[src/design/dss_pkg.sv]
`default_nettype none
package dss_pkg;

    typedef enum logic [3:0] {
        ST_IDLE,
        ST_SIN_GO,
        ST_SIN_WAIT,
        ST_TERM_A,
        ST_TERM_B,
        ST_TERM_C,
        ST_TERM_D,
        ST_FIN_A,
        ST_FIN_B,
        ST_FIN_C
    } dss_state_t;

    typedef enum logic [1:0] {
        SN_IDLE,
        SN_LOAD,
        SN_DIV,
        SN_DONE
    } sin_state_t;

    typedef struct packed {
        logic               done;
        logic signed [15:0] value;
    } sin_stat_t;

    // configuration register indexes
    localparam logic [7:0] REG_SAMPLES_PER_STEP = 8'd0;
    localparam logic [7:0] REG_KICK_PATTERN     = 8'd1;
    localparam logic [7:0] REG_SNARE_PATTERN    = 8'd2;
    localparam logic [7:0] REG_HAT_PATTERN      = 8'd3;
    localparam logic [7:0] REG_STAB_PATTERN     = 8'd4;

    localparam logic [15:0] RST_SAMPLES_PER_STEP = 16'd5168;
    localparam logic [15:0] RST_KICK_PATTERN     = 16'd4369;
    localparam logic [15:0] RST_SNARE_PATTERN    = 16'd17476;
    localparam logic [15:0] RST_HAT_PATTERN      = 16'd65535;
    localparam logic [15:0] RST_STAB_PATTERN     = 16'd4112;

    // sine slots
    localparam logic [1:0] SIN_KICK = 2'd0;
    localparam logic [1:0] SIN_SUB  = 2'd1;
    localparam logic [1:0] SIN_STAB = 2'd2;

    // mix terms
    localparam logic [2:0] TERM_KICK  = 3'd0;
    localparam logic [2:0] TERM_SNARE = 3'd1;
    localparam logic [2:0] TERM_HAT   = 3'd2;
    localparam logic [2:0] TERM_SUB   = 3'd3;
    localparam logic [2:0] TERM_STAB  = 3'd4;

    localparam logic [15:0] ENV_ONE  = 16'd32768;
    localparam logic [15:0] ENV_HALF = 16'd16384;

    localparam logic [15:0] GAIN_KICK  = 16'd26214;
    localparam logic [15:0] GAIN_SNARE = 16'd16384;
    localparam logic [15:0] GAIN_HAT   = 16'd9830;
    localparam logic [15:0] GAIN_SUB   = 16'd9830;
    localparam logic [15:0] GAIN_STAB  = 16'd6554;

    localparam logic [15:0] DECAY_KICK  = 16'd65208;
    localparam logic [15:0] DECAY_SNARE = 16'd65012;
    localparam logic [15:0] DECAY_HAT   = 16'd64553;
    localparam logic [15:0] DECAY_STAB  = 16'd65405;

    localparam logic [15:0] AMP_SCALE = 16'd28000;

    localparam logic [15:0] LFSR_SEED = 16'hACE1;
    localparam logic [15:0] LFSR_MASK = 16'hB400;

    localparam int MUL_AW = 34;
    localparam int MUL_BW = 16;
    localparam int MUL_PW = MUL_AW + MUL_BW + 1;

    function automatic logic [15:0] lfsr_next(input logic [15:0] x);
        logic [15:0] y;
        y = {1'b0, x[15:1]};
        if (x[0]) begin
            y = y ^ LFSR_MASK;
        end
        return y;
    endfunction

    // raw register minus half scale, as Q15
    function automatic logic signed [15:0] noise_q15(input logic [15:0] x);
        return $signed({~x[15], x[14:0]});
    endfunction

endpackage
`default_nettype wire

[src/design/dss_mul.sv]
`default_nettype none
module dss_mul import dss_pkg::*; (
    input  wire logic                     aclk,
    input  wire logic signed [MUL_AW-1:0] mul_a,
    input  wire logic        [MUL_BW-1:0] mul_b,
    output logic signed      [MUL_PW-1:0] prod_reg
);

    always_ff @(posedge aclk) begin
        prod_reg <= mul_a * $signed({1'b0, mul_b});
    end

endmodule
`default_nettype wire

[src/design/dss_sine.sv]
`default_nettype none
module dss_sine import dss_pkg::*; #(
    parameter int SINE_TABLE_DEPTH = 256,
    parameter int PHASE_BITS       = 24
) (
    input  wire logic                  aclk,
    input  wire logic                  aresetn,
    input  wire logic                  start,
    input  wire logic [PHASE_BITS-1:0] phase,
    output sin_stat_t                  stat
);

    localparam int IDXW = $clog2(SINE_TABLE_DEPTH);
    localparam int HW   = IDXW - 1;
    localparam int H    = SINE_TABLE_DEPTH / 2;
    localparam int W    = 2 * HW + 20;
    localparam logic [W-1:0]  FIVE_HH = W'(5 * H * H);
    localparam logic [HW:0]   H_VAL   = (HW + 1)'(H);
    localparam logic [3:0]    TOP_BIT = 4'd14;

    sin_state_t     state_reg, state_next;
    logic [HW-1:0]  j_reg;
    logic           neg_reg;
    logic [W-1:0]   rem_reg;
    logic [W-1:0]   dsh_reg;
    logic [3:0]     cnt_reg;
    logic [14:0]    q_reg;

    logic [IDXW-1:0] idx;
    logic [HW:0]     hm;
    logic [2*HW:0]   p;
    logic [W-1:0]    num;
    logic [W-1:0]    den;
    logic            fits;

    assign idx  = phase[PHASE_BITS-1 -: IDXW];
    assign hm   = H_VAL - {1'b0, j_reg};
    assign p    = {{(HW + 1){1'b0}}, j_reg} * {{HW{1'b0}}, hm};
    assign num  = {p, 19'd0} - W'({p, 4'd0});
    assign den  = FIVE_HH - W'({p, 2'd0});
    assign fits = rem_reg >= dsh_reg;

    always_comb begin
        state_next = state_reg;
        unique case (state_reg)
            SN_IDLE: if (start) state_next = SN_LOAD;
            SN_LOAD: state_next = SN_DIV;
            SN_DIV:  if (cnt_reg == 4'd0) state_next = SN_DONE;
            SN_DONE: state_next = SN_IDLE;
            default: state_next = SN_IDLE;
        endcase
    end

    always_comb begin
        stat.done  = (state_reg == SN_DONE);
        stat.value = neg_reg ? -$signed({1'b0, q_reg}) : $signed({1'b0, q_reg});
    end

    always_ff @(posedge aclk) begin
        if (!aresetn) begin
            state_reg <= SN_IDLE;
        end else begin
            state_reg <= state_next;
        end
    end

    always_ff @(posedge aclk) begin
        unique case (state_reg)
            SN_IDLE: begin
                if (start) begin
                    j_reg   <= idx[HW-1:0];
                    neg_reg <= idx[IDXW-1];
                end
            end
            SN_LOAD: begin
                rem_reg <= num;
                dsh_reg <= den << 14;
                cnt_reg <= TOP_BIT;
                q_reg   <= '0;
            end
            SN_DIV: begin
                // restoring divide, one quotient bit a cycle
                if (fits) begin
                    rem_reg        <= rem_reg - dsh_reg;
                    q_reg[cnt_reg] <= 1'b1;
                end
                dsh_reg <= dsh_reg >> 1;
                cnt_reg <= cnt_reg - 4'd1;
            end
            SN_DONE: ;
            default: ;
        endcase
    end

endmodule
`default_nettype wire

[src/design/drum_step_sequencer_synth.sv]
`default_nettype none
// An accepted tick computes its sample into the output register: three sine evaluations
// (15-step divider), mixing on the shared multiplier and then scaling and saturation.
// Input stays closed until the sample enters the output register, which waits while a
// held result blocks it; an idle request is accepted without starting a computation.
// Reset (aresetn, synchronous, active low) restores the register defaults, step 0,
// phases and envelopes to zero, the noise seed.
module drum_step_sequencer_synth import dss_pkg::*; #(
    parameter int PATTERN_STEPS    = 16,
    parameter int PHASE_BITS       = 24,
    parameter int SINE_TABLE_DEPTH = 256
) (
    input  wire logic        aclk,
    input  wire logic        aresetn,
    // input stream
    input  wire logic        s_tvalid,
    output logic             s_tready,
    input  wire logic [7:0]  s_tdata,   // [0] sample_tick, [7:1] zero
    // result stream
    output logic             m_tvalid,
    input  wire logic        m_tready,
    output logic [23:0]      m_tdata,   // [15:0] sample_out, [19:16] step_index, [23:20] zero
    output logic             m_tuser,   // [0] step_started
    // configuration writes
    input  wire logic        cfg_valid,
    output logic             cfg_ready,
    input  wire logic [7:0]  cfg_index,
    input  wire logic [15:0] cfg_data
);

    localparam int STEPW = $clog2(PATTERN_STEPS);
    localparam logic [STEPW-1:0] LAST_STEP = STEPW'(PATTERN_STEPS - 1);
    localparam logic [63:0] KICK_INC64 = ((64'd160 << PHASE_BITS) + 64'd22050) / 64'd44100;
    localparam logic [63:0] SUB_INC64  = ((64'd40 << PHASE_BITS) + 64'd22050) / 64'd44100;
    localparam logic [63:0] STAB_INC64 = ((64'd400 << PHASE_BITS) + 64'd22050) / 64'd44100;
    localparam logic [PHASE_BITS-1:0] KICK_INC = KICK_INC64[PHASE_BITS-1:0];
    localparam logic [PHASE_BITS-1:0] SUB_INC  = SUB_INC64[PHASE_BITS-1:0];
    localparam logic [PHASE_BITS-1:0] STAB_INC = STAB_INC64[PHASE_BITS-1:0];
    localparam logic signed [63:0] TRUNC_BIAS = 64'sh1FFF_FFFF_FFFF;

    // configuration registers
    logic [15:0] sps_reg, kick_pat_reg, snare_pat_reg, hat_pat_reg, stab_pat_reg;

    // sequencer state
    dss_state_t       state_reg, state_next;
    logic [15:0]      tick_reg;
    logic [STEPW-1:0] step_reg;
    logic             first_reg;
    logic             started_reg;

    // voice state
    logic [PHASE_BITS-1:0] kick_ph_reg, sub_ph_reg, stab_ph_reg;
    logic [15:0]           env_reg [4];
    logic [15:0]           lfsr_reg;
    logic [15:0]           noise1_reg, noise2_reg;
    logic signed [15:0]    sin_reg [3];

    // datapath working registers
    logic [1:0]          sidx_reg;
    logic [2:0]          term_reg;
    logic signed [48:0]  acc_reg;
    logic [38:0]         lo_reg;

    // output register
    logic        out_valid_reg;
    logic [15:0] out_sample_reg;
    logic [3:0]  out_step_reg;
    logic        out_started_reg;

    logic                         s_acc, tick;
    logic                         seq_started;
    logic [15:0]                  tick_next;
    logic [STEPW-1:0]             step_next;
    logic [16:0]                  tick_plus;
    logic [STEPW+3:0]             step_ext;
    logic [STEPW+3:0]             step_cur;
    logic [3:0]                   pat_bit;
    logic                         sin_start;
    logic [PHASE_BITS-1:0]        sin_phase;
    sin_stat_t                    sin_stat;
    logic signed [MUL_AW-1:0]     mul_a;
    logic [MUL_BW-1:0]            mul_b;
    logic signed [MUL_PW-1:0]     prod_reg;
    logic signed [15:0]           term_x;
    logic [15:0]                  term_env;
    logic [15:0]                  term_gain;
    logic [15:0]                  term_decay;
    logic [1:0]                   env_sel;
    logic signed [63:0]           fin, fin_adj, fin_q;
    logic [15:0]                  sat;
    logic                         out_go;
    logic [15:0]                  n1, n2;

    assign s_tready  = (state_reg == ST_IDLE);
    assign s_acc     = s_tvalid && s_tready;
    assign tick      = s_acc && s_tdata[0];
    assign cfg_ready = 1'b1;
    assign out_go    = (state_reg == ST_FIN_C) && (!out_valid_reg || m_tready);

    assign m_tvalid = out_valid_reg;
    assign m_tdata  = {4'd0, out_step_reg, out_sample_reg};
    assign m_tuser  = out_started_reg;

    // step reported with a sample is the one held since its tick
    assign step_cur = {4'd0, step_reg};

    // step counting: a zero step length behaves as one
    always_comb begin
        tick_plus   = {1'b0, tick_reg} + 17'd1;
        tick_next   = tick_reg;
        step_next   = step_reg;
        seq_started = 1'b0;
        if (first_reg) begin
            seq_started = 1'b1;
        end else if (tick_plus >= {1'b0, sps_reg}) begin
            tick_next   = '0;
            step_next   = (step_reg == LAST_STEP) ? '0 : step_reg + STEPW'(1);
            seq_started = 1'b1;
        end else begin
            tick_next = tick_plus[15:0];
        end
        step_ext = {4'd0, step_next};
        pat_bit  = step_ext[3:0];
    end

    assign n1 = lfsr_next(lfsr_reg);
    assign n2 = lfsr_next(n1);

    dss_sine #(
        .SINE_TABLE_DEPTH (SINE_TABLE_DEPTH),
        .PHASE_BITS       (PHASE_BITS)
    ) u_sine (
        .aclk    (aclk),
        .aresetn (aresetn),
        .start   (sin_start),
        .phase   (sin_phase),
        .stat    (sin_stat)
    );

    dss_mul u_mul (
        .aclk     (aclk),
        .mul_a    (mul_a),
        .mul_b    (mul_b),
        .prod_reg (prod_reg)
    );

    // per-term operand selection
    always_comb begin
        term_x     = sin_reg[SIN_KICK];
        term_env   = env_reg[0];
        term_gain  = GAIN_KICK;
        term_decay = DECAY_KICK;
        env_sel    = 2'd0;
        unique case (term_reg)
            TERM_KICK: ;
            TERM_SNARE: begin
                term_x     = noise_q15(noise1_reg);
                term_env   = env_reg[1];
                term_gain  = GAIN_SNARE;
                term_decay = DECAY_SNARE;
                env_sel    = 2'd1;
            end
            TERM_HAT: begin
                term_x     = noise_q15(noise2_reg);
                term_env   = env_reg[2];
                term_gain  = GAIN_HAT;
                term_decay = DECAY_HAT;
                env_sel    = 2'd2;
            end
            TERM_SUB: begin
                term_x    = sin_reg[SIN_SUB];
                term_env  = ENV_ONE;
                term_gain = GAIN_SUB;
            end
            TERM_STAB: begin
                term_x     = sin_reg[SIN_STAB];
                term_env   = env_reg[3];
                term_gain  = GAIN_STAB;
                term_decay = DECAY_STAB;
                env_sel    = 2'd3;
            end
            default: ;
        endcase
    end

    always_comb begin
        unique case (sidx_reg)
            SIN_KICK: sin_phase = kick_ph_reg;
            SIN_SUB:  sin_phase = sub_ph_reg;
            SIN_STAB: sin_phase = stab_ph_reg;
            default:  sin_phase = kick_ph_reg;
        endcase
    end

    // next state
    always_comb begin
        state_next = state_reg;
        unique case (state_reg)
            ST_IDLE:     if (tick) state_next = ST_SIN_GO;
            ST_SIN_GO:   state_next = ST_SIN_WAIT;
            ST_SIN_WAIT: begin
                if (sin_stat.done) begin
                    state_next = (sidx_reg == SIN_STAB) ? ST_TERM_A : ST_SIN_GO;
                end
            end
            ST_TERM_A:   state_next = ST_TERM_B;
            ST_TERM_B:   state_next = ST_TERM_C;
            ST_TERM_C:   state_next = ST_TERM_D;
            ST_TERM_D:   state_next = (term_reg == TERM_STAB) ? ST_FIN_A : ST_TERM_A;
            ST_FIN_A:    state_next = ST_FIN_B;
            ST_FIN_B:    state_next = ST_FIN_C;
            ST_FIN_C:    if (out_go) state_next = ST_IDLE;
            default:     state_next = ST_IDLE;
        endcase
    end

    // multiplier operands and sine start
    always_comb begin
        sin_start = 1'b0;
        mul_a     = '0;
        mul_b     = '0;
        unique case (state_reg)
            ST_SIN_GO: sin_start = 1'b1;
            ST_TERM_A: begin
                // sample times envelope
                mul_a = MUL_AW'(term_x);
                mul_b = term_env;
            end
            ST_TERM_B: begin
                // then times the voice gain
                mul_a = prod_reg[MUL_AW-1:0];
                mul_b = term_gain;
            end
            ST_TERM_C: begin
                // envelope decay
                mul_a = {18'd0, term_env};
                mul_b = term_decay;
            end
            ST_FIN_A: begin
                mul_a = {10'd0, acc_reg[23:0]};
                mul_b = AMP_SCALE;
            end
            ST_FIN_B, ST_FIN_C: begin
                // keep the upper product steady while the result waits
                mul_a = {{9{acc_reg[48]}}, acc_reg[48:24]};
                mul_b = AMP_SCALE;
            end
            default: ;
        endcase
    end

    // scale by 2^-45 truncating toward zero, then saturate
    always_comb begin
        fin     = $signed({prod_reg[39:0], 24'd0}) + $signed({25'd0, lo_reg});
        fin_adj = fin[63] ? fin + TRUNC_BIAS : fin;
        fin_q   = fin_adj >>> 45;
        if (fin_q > 64'sd32767) begin
            sat = 16'h7FFF;
        end else if (fin_q < -64'sd32768) begin
            sat = 16'h8000;
        end else begin
            sat = fin_q[15:0];
        end
    end

    always_ff @(posedge aclk) begin
        if (!aresetn) begin
            state_reg     <= ST_IDLE;
            sps_reg       <= RST_SAMPLES_PER_STEP;
            kick_pat_reg  <= RST_KICK_PATTERN;
            snare_pat_reg <= RST_SNARE_PATTERN;
            hat_pat_reg   <= RST_HAT_PATTERN;
            stab_pat_reg  <= RST_STAB_PATTERN;
            tick_reg      <= '0;
            step_reg      <= '0;
            first_reg     <= 1'b1;
            kick_ph_reg   <= '0;
            sub_ph_reg    <= '0;
            stab_ph_reg   <= '0;
            env_reg[0]    <= '0;
            env_reg[1]    <= '0;
            env_reg[2]    <= '0;
            env_reg[3]    <= '0;
            lfsr_reg      <= LFSR_SEED;
            out_valid_reg <= 1'b0;
        end else begin
            state_reg <= state_next;

            // configuration: unknown indexes drop silently
            if (cfg_valid && cfg_ready) begin
                unique case (cfg_index)
                    REG_SAMPLES_PER_STEP: sps_reg       <= cfg_data;
                    REG_KICK_PATTERN:     kick_pat_reg  <= cfg_data;
                    REG_SNARE_PATTERN:    snare_pat_reg <= cfg_data;
                    REG_HAT_PATTERN:      hat_pat_reg   <= cfg_data;
                    REG_STAB_PATTERN:     stab_pat_reg  <= cfg_data;
                    default: ;
                endcase
            end

            if (tick) begin
                // advance the sequencer and retrigger the voices of the new step
                first_reg  <= 1'b0;
                tick_reg   <= tick_next;
                step_reg   <= step_next;
                lfsr_reg   <= n2;
                sub_ph_reg <= sub_ph_reg + SUB_INC;
                if (seq_started && kick_pat_reg[pat_bit])  env_reg[0] <= ENV_ONE;
                if (seq_started && snare_pat_reg[pat_bit]) env_reg[1] <= ENV_ONE;
                if (seq_started && hat_pat_reg[pat_bit])   env_reg[2] <= ENV_ONE;
                if (seq_started && stab_pat_reg[pat_bit])  env_reg[3] <= ENV_HALF;
            end

            if (state_reg == ST_TERM_D && term_reg != TERM_SUB) begin
                env_reg[env_sel] <= prod_reg[31:16];
            end

            if (out_go) begin
                kick_ph_reg <= kick_ph_reg + KICK_INC;
                stab_ph_reg <= stab_ph_reg + STAB_INC;
            end

            // hold the result until taken
            if (out_go) begin
                out_valid_reg <= 1'b1;
            end else if (m_tready) begin
                out_valid_reg <= 1'b0;
            end
        end
    end

    // payload registers
    always_ff @(posedge aclk) begin
        if (tick) begin
            started_reg <= seq_started;
            noise1_reg  <= n1;
            noise2_reg  <= n2;
            sidx_reg    <= SIN_KICK;
            term_reg    <= TERM_KICK;
            acc_reg     <= '0;
        end
        if (state_reg == ST_SIN_WAIT && sin_stat.done) begin
            sin_reg[sidx_reg] <= sin_stat.value;
            sidx_reg          <= sidx_reg + 2'd1;
        end
        if (state_reg == ST_TERM_C) begin
            acc_reg <= acc_reg + prod_reg[48:0];
        end
        if (state_reg == ST_TERM_D) begin
            term_reg <= term_reg + 3'd1;
        end
        if (state_reg == ST_FIN_B) begin
            lo_reg <= prod_reg[38:0];
        end
        if (out_go) begin
            out_sample_reg  <= sat;
            out_step_reg    <= step_cur[3:0];
            out_started_reg <= started_reg;
        end
    end

`ifndef SYNTH
    // envelopes never rise above full scale
    a_env_bound: assert property (@(posedge aclk) disable iff (!aresetn)
        env_reg[0] <= ENV_ONE && env_reg[1] <= ENV_ONE &&
        env_reg[2] <= ENV_ONE && env_reg[3] <= ENV_ONE)
        else $error("envelope above full scale");

    // the noise register never locks up at zero
    a_lfsr_live: assert property (@(posedge aclk) disable iff (!aresetn)
        lfsr_reg != 16'd0)
        else $error("noise register reached zero");

    // the sine unit reports only while the sequencer waits on it
    a_sin_owner: assert property (@(posedge aclk) disable iff (!aresetn)
        sin_stat.done |-> state_reg == ST_SIN_WAIT)
        else $error("sine result with no waiting sequencer");

    // a tick starts a computation and input stays closed meanwhile
    a_busy_after_tick: assert property (@(posedge aclk) disable iff (!aresetn)
        tick |=> !s_tready && state_reg == ST_SIN_GO)
        else $error("input reopened during a computation");
`endif

endmodule
`default_nettype wire
[config.mk]
export PLATFORM = sky130hd
export DESIGN_NAME = drum_step_sequencer_synth
export DESIGN_NICKNAME = d
export VERILOG_FILES = /design/src/design/dss_pkg.sv /design/src/design/dss_mul.sv /design/src/design/dss_sine.sv /design/src/design/drum_step_sequencer_synth.sv
export SDC_FILE = /design/constraint.sdc
export NUM_CORES = 2
export LEC_CHECK = 0
export ABC_AREA = 1
export BUFFER_PORTS_ARGS = -buffer_cell sky130_fd_sc_hd__buf_2
export CAP_MARGIN = 20
export CELL_PAD_IN_SITES_DETAIL_PLACEMENT = 1
export CELL_PAD_IN_SITES_GLOBAL_PLACEMENT = 2
export CORE_ASPECT_RATIO = 1.25
export CORE_MARGIN = 4
export CORE_UTILIZATION = 43
export DETAILED_ROUTE_END_ITERATION = 8
export GPL_TIMING_DRIVEN = 0
export PLACE_DENSITY = 0.94
export SLEW_MARGIN = 20
export SYNTH_ARGS = -nofsm -noshare
export SYNTH_HDL_FRONTEND = slang
export SYNTH_SLANG_ARGS = --single-unit
[constraint.sdc]
create_clock -name aclk -period 15.4 [get_ports aclk]
set_input_delay 3.08 -clock aclk [delete_from_list [all_inputs] [get_ports aclk]]
set_output_delay 3.08 -clock aclk [all_outputs]
set_load 0.05 [all_outputs]
==> impl_metrics.csv <==
group,metric,value,unit
drt,via_per_inst,5.50,
placed_design,place.port_buffers,52,
global_routing,grt_first_pass_wirelength,299,mm
sta,grt_setup_unrepaired,"false",
power_and_ir_drop,clkPwrFrac,21.6,%
worst_setup_path,regToRegEndpoint,"u_mul.prod_reg[41]$_DFF_P_",
worst_setup_path,cpMaxStageDelayCell,"clkbuf_1",
clock_tree,clock_latency,0.68,ns
die,fp-row-count,144,
layout,largest_register_ffs,64,
drt,ant_nets,0,
placed_design,hpwl,158,mm
synthesis,synthFlopType,"edfxtp_1",
die,die_h,402,um
layout,multi_input_area,0.0321,mm^2
drt,drtPass1Iterations,5,
clock_tree,cts_max_level,2,
clock_tree,tritoncts,"built",
power_and_ir_drop,power_leakage,0.0278,uW
layout,drive_gt1_share,4.09,%
synthesis,syn_area,0.0533,mm^2
global_routing,grt_max_degree,50,
clock_tree,cts.sinks,584,
sta,drv_slew,0,
layout,areaGrowthSynthToFinish,8.85,%
clock_tree,postCtsHoldBufs,0,
global_routing,first_global_vias,51100,
synthesis,async_flop_share,0,%
worst_setup_path,crit_type,"flip-flop to flip-flop",
drt,vias,47100,
synthesis,synth-seq-cells,584,
placed_design,routabilityCongestion,0.968,
synthesis,synth_top_area_share,20.2,%
die,dieArea,0.130,mm^2
outcome,status,"finished clean",
sta,layout_setup_ws,4.63,ns
drt,drt-initial-drc-count,3284,
clock_tree,clk_path_buf_depth,3,
worst_setup_path,cpPeakStageDelay,0.93,ns
worst_setup_path,start_kind,"flip-flop",
sta,fin_crit_sh,69.9,%
power_and_ir_drop,pwr-share-seq,30.2,%
clock_tree,cts-root-buf,"clkbuf_16",
synthesis,synthDistinctLibCells,70,
worst_setup_path,r2r_slack,4.63,ns
clock_tree,cts_made_buffers,60,
layout,seq_area,0.0151,mm^2
sta,min_period,10.77,ns
global_routing,gr-total-overflow,0,
clock_tree,ctsResizeCount,0,
drt,post-route-drc-count,0,
power_and_ir_drop,p_sw,3340,uW
hold_path,hold_path_end,"noise2_reg[14]$_DFFE_PP_",
synthesis,synth_most_common_cell,"nand2_1",
synthesis,synth_area_leaders,"fa_1 20%, edfxtp_1 19%, nand2_1 10%",
hold_path,holdCritStartpoint,"lfsr_reg[0]$_SDFFE_PN1P_",
synthesis,synth_edf_count,341,
power_and_ir_drop,ir_drop,0.212,mV
die,die_w,323,um
worst_setup_path,required,15.93,ns
sta,worstMarginPinSlew,1.31,ns
synthesis,syn-mean-instance-area,7.87,um^2
sta,fmax,92.9,MHz
die,io_pins,65,
job,cap_violations,0,
power_and_ir_drop,internal_power,3980,uW
worst_setup_path,critPathBufInv,9,
layout,nFillCells,15300,
global_routing,antenna_found_initial,3,
worst_setup_path,endpoint_kind,"flip-flop",
synthesis,synthCells,6776,
hold_path,hp-class,"flip-flop to flip-flop",
worst_setup_path,worstPathArrival,11.30,ns
worst_setup_path,critical_path.max_fanout,10,
power_and_ir_drop,swShare,45.6,%
sta,hold_violations,0,
global_routing,track_usage,30.0,%
placed_design,dp_worst_setup_slack,5.01,ns
die,core_area,0.123,mm^2
power_and_ir_drop,comb_power_share,48.3,%
synthesis,synth_area_leader_cell,"fa_1",
sta,maxSlewHeadroom,12.8,%
clock_tree,clkTransAtPathRegs,0.07,ns
drt,finalWirelength,195,mm
layout,final_net_count,7780,
synthesis,yosysSeqAreaShare,28.3,%
power_and_ir_drop,cellPowerDensity,126,mW/mm^2
hold_path,hold_depth,0,
worst_setup_path,reg2reg_from,"term_reg[0]$_SDFFCE_PN0P_",
sta,clock_skew,0.0369,ns
drt,wl_per_cell,22.7,um
worst_setup_path,reg2reg_depth,33,
sta,setup_viol,0,
die,start_util,43.3,%
sta,fin_tns_setup,0,ns
worst_setup_path,critPathTopFamily,"adder cells",
synthesis,ys_warn_count,0,
clock_tree,post_cts_buffers,0,
synthesis,synth_commonest_cells,"1476 x nand2_1, 1442 x inv_1, 551 x nor2_1, 537 x fa_1, 442 x a21oi_1",
## cells by family after synthesis
family | after synthesis | share of synthesized area (%)
compound gates | 1002 | 10.6
xor+xnor | 135 | 2.23
fa+ha+maj | 831 | 27.1
buf+inv | 1662 | 11.8
flops | 584 | 28.3
mux | 1 | 0.0188
other cells | 2 | 0.0141
simple gates | 2559 | 19.9
## power groups by stage
stage	registers, uW	clock network (uW)	logic, uW
after floorplan	2170	0	2360
after global placement	2240	0	3330
after detailed placement	2240	0	3490
after CTS	2200	1590	3530
after global routing	2220	1650	3990
final	2210	1580	3530
## stage by stage
step	instances	hold WS (ns)	utilization (%)	area, um^2	power [uW]
after floorplan	6786	0.400	-	53400	4530
after global placement	8444	0.413	45.1	55600	5570
after detailed placement	8456	0.423	45.4	55900	5720
after CTS	8570	0.434	47.1	58000	7320
after global routing	8570	0.460	47.1	58000	7870
final	8576	0.432	47.1	58000	7320
## layer usage
| metal | vias to the layer above | wire (um) | part of all wire [%] | track usage [%] |
|---|---|---|---|---|
| met5 | - | 0 | 0 | 0 |
| li1 | 21600 | - | - | - |
| met1 | 23600 | 72800 | 37 | 34.2 |
| met4 | 0 | 14700 | 7.5 | 19.4 |
| met3 | 568 | 9400 | 4.8 | 3.23 |
| met2 | 1436 | 98000 | 50 | 53.2 |
## worst max-delay path by stage
stage / start / end / slack, ns / depth (start not counted)
detailed placement: term_reg[1]$_SDFFCE_PN0P_ / u_mul.prod_reg[41]$_DFF_P_ / 5.01 / 36
floorplan: term_reg[0]$_SDFFCE_PN0P_ / u_mul.prod_reg[45]$_DFF_P_ / 8.02 / 35
CTS: term_reg[1]$_SDFFCE_PN0P_ / u_mul.prod_reg[41]$_DFF_P_ / 4.93 / 36
global route: term_reg[1]$_SDFFCE_PN0P_ / u_mul.prod_reg[41]$_DFF_P_ / 4.50 / 37
global placement: term_reg[1]$_SDFFCE_PN0P_ / u_mul.prod_reg[33]$_DFF_P_ / 4.51 / 35
finish: term_reg[0]$_SDFFCE_PN0P_ / u_mul.prod_reg[41]$_DFF_P_ / 4.63 / 33
## placed cells by master (no fill, tap or decap), types with 20 or more instances in the layout
master     netlist  layout
nor4_1          27      27
nand3_1        265     265
xnor2_1         44      44
a31oi_1         44      40
nor2_1         551     546
fa_1           537     537
ha_1           294     293
a211oi_1        20      20
xor2_1          90      90
nand4_1         77      77
a21oi_1        442     442
buf_2           12      64
o211ai_1        38      38
edfxtp_1       341     341
o21a_1          26      26
dfxtp_1        243     243
nand2_1       1476    1475
clkbuf_1       160     172
inv_1         1442    1442
nor3_1          82      82
o21ai_0        300     298
clkbuf_16        0      62
## final cells by class
class,instances,share of cell area [%]
plain buffers,194,1.36
clock buffers,85,2.98
diodes,6,0.0259
multi-input cells,4540,55.2
flip-flops and latches,584,26.0
clock inverters,29,0.623
well taps,1606,3.46
repair buffers,64,0.795
inverters,1468,9.50
Note: power is estimated with default switching activity, not from simulation.
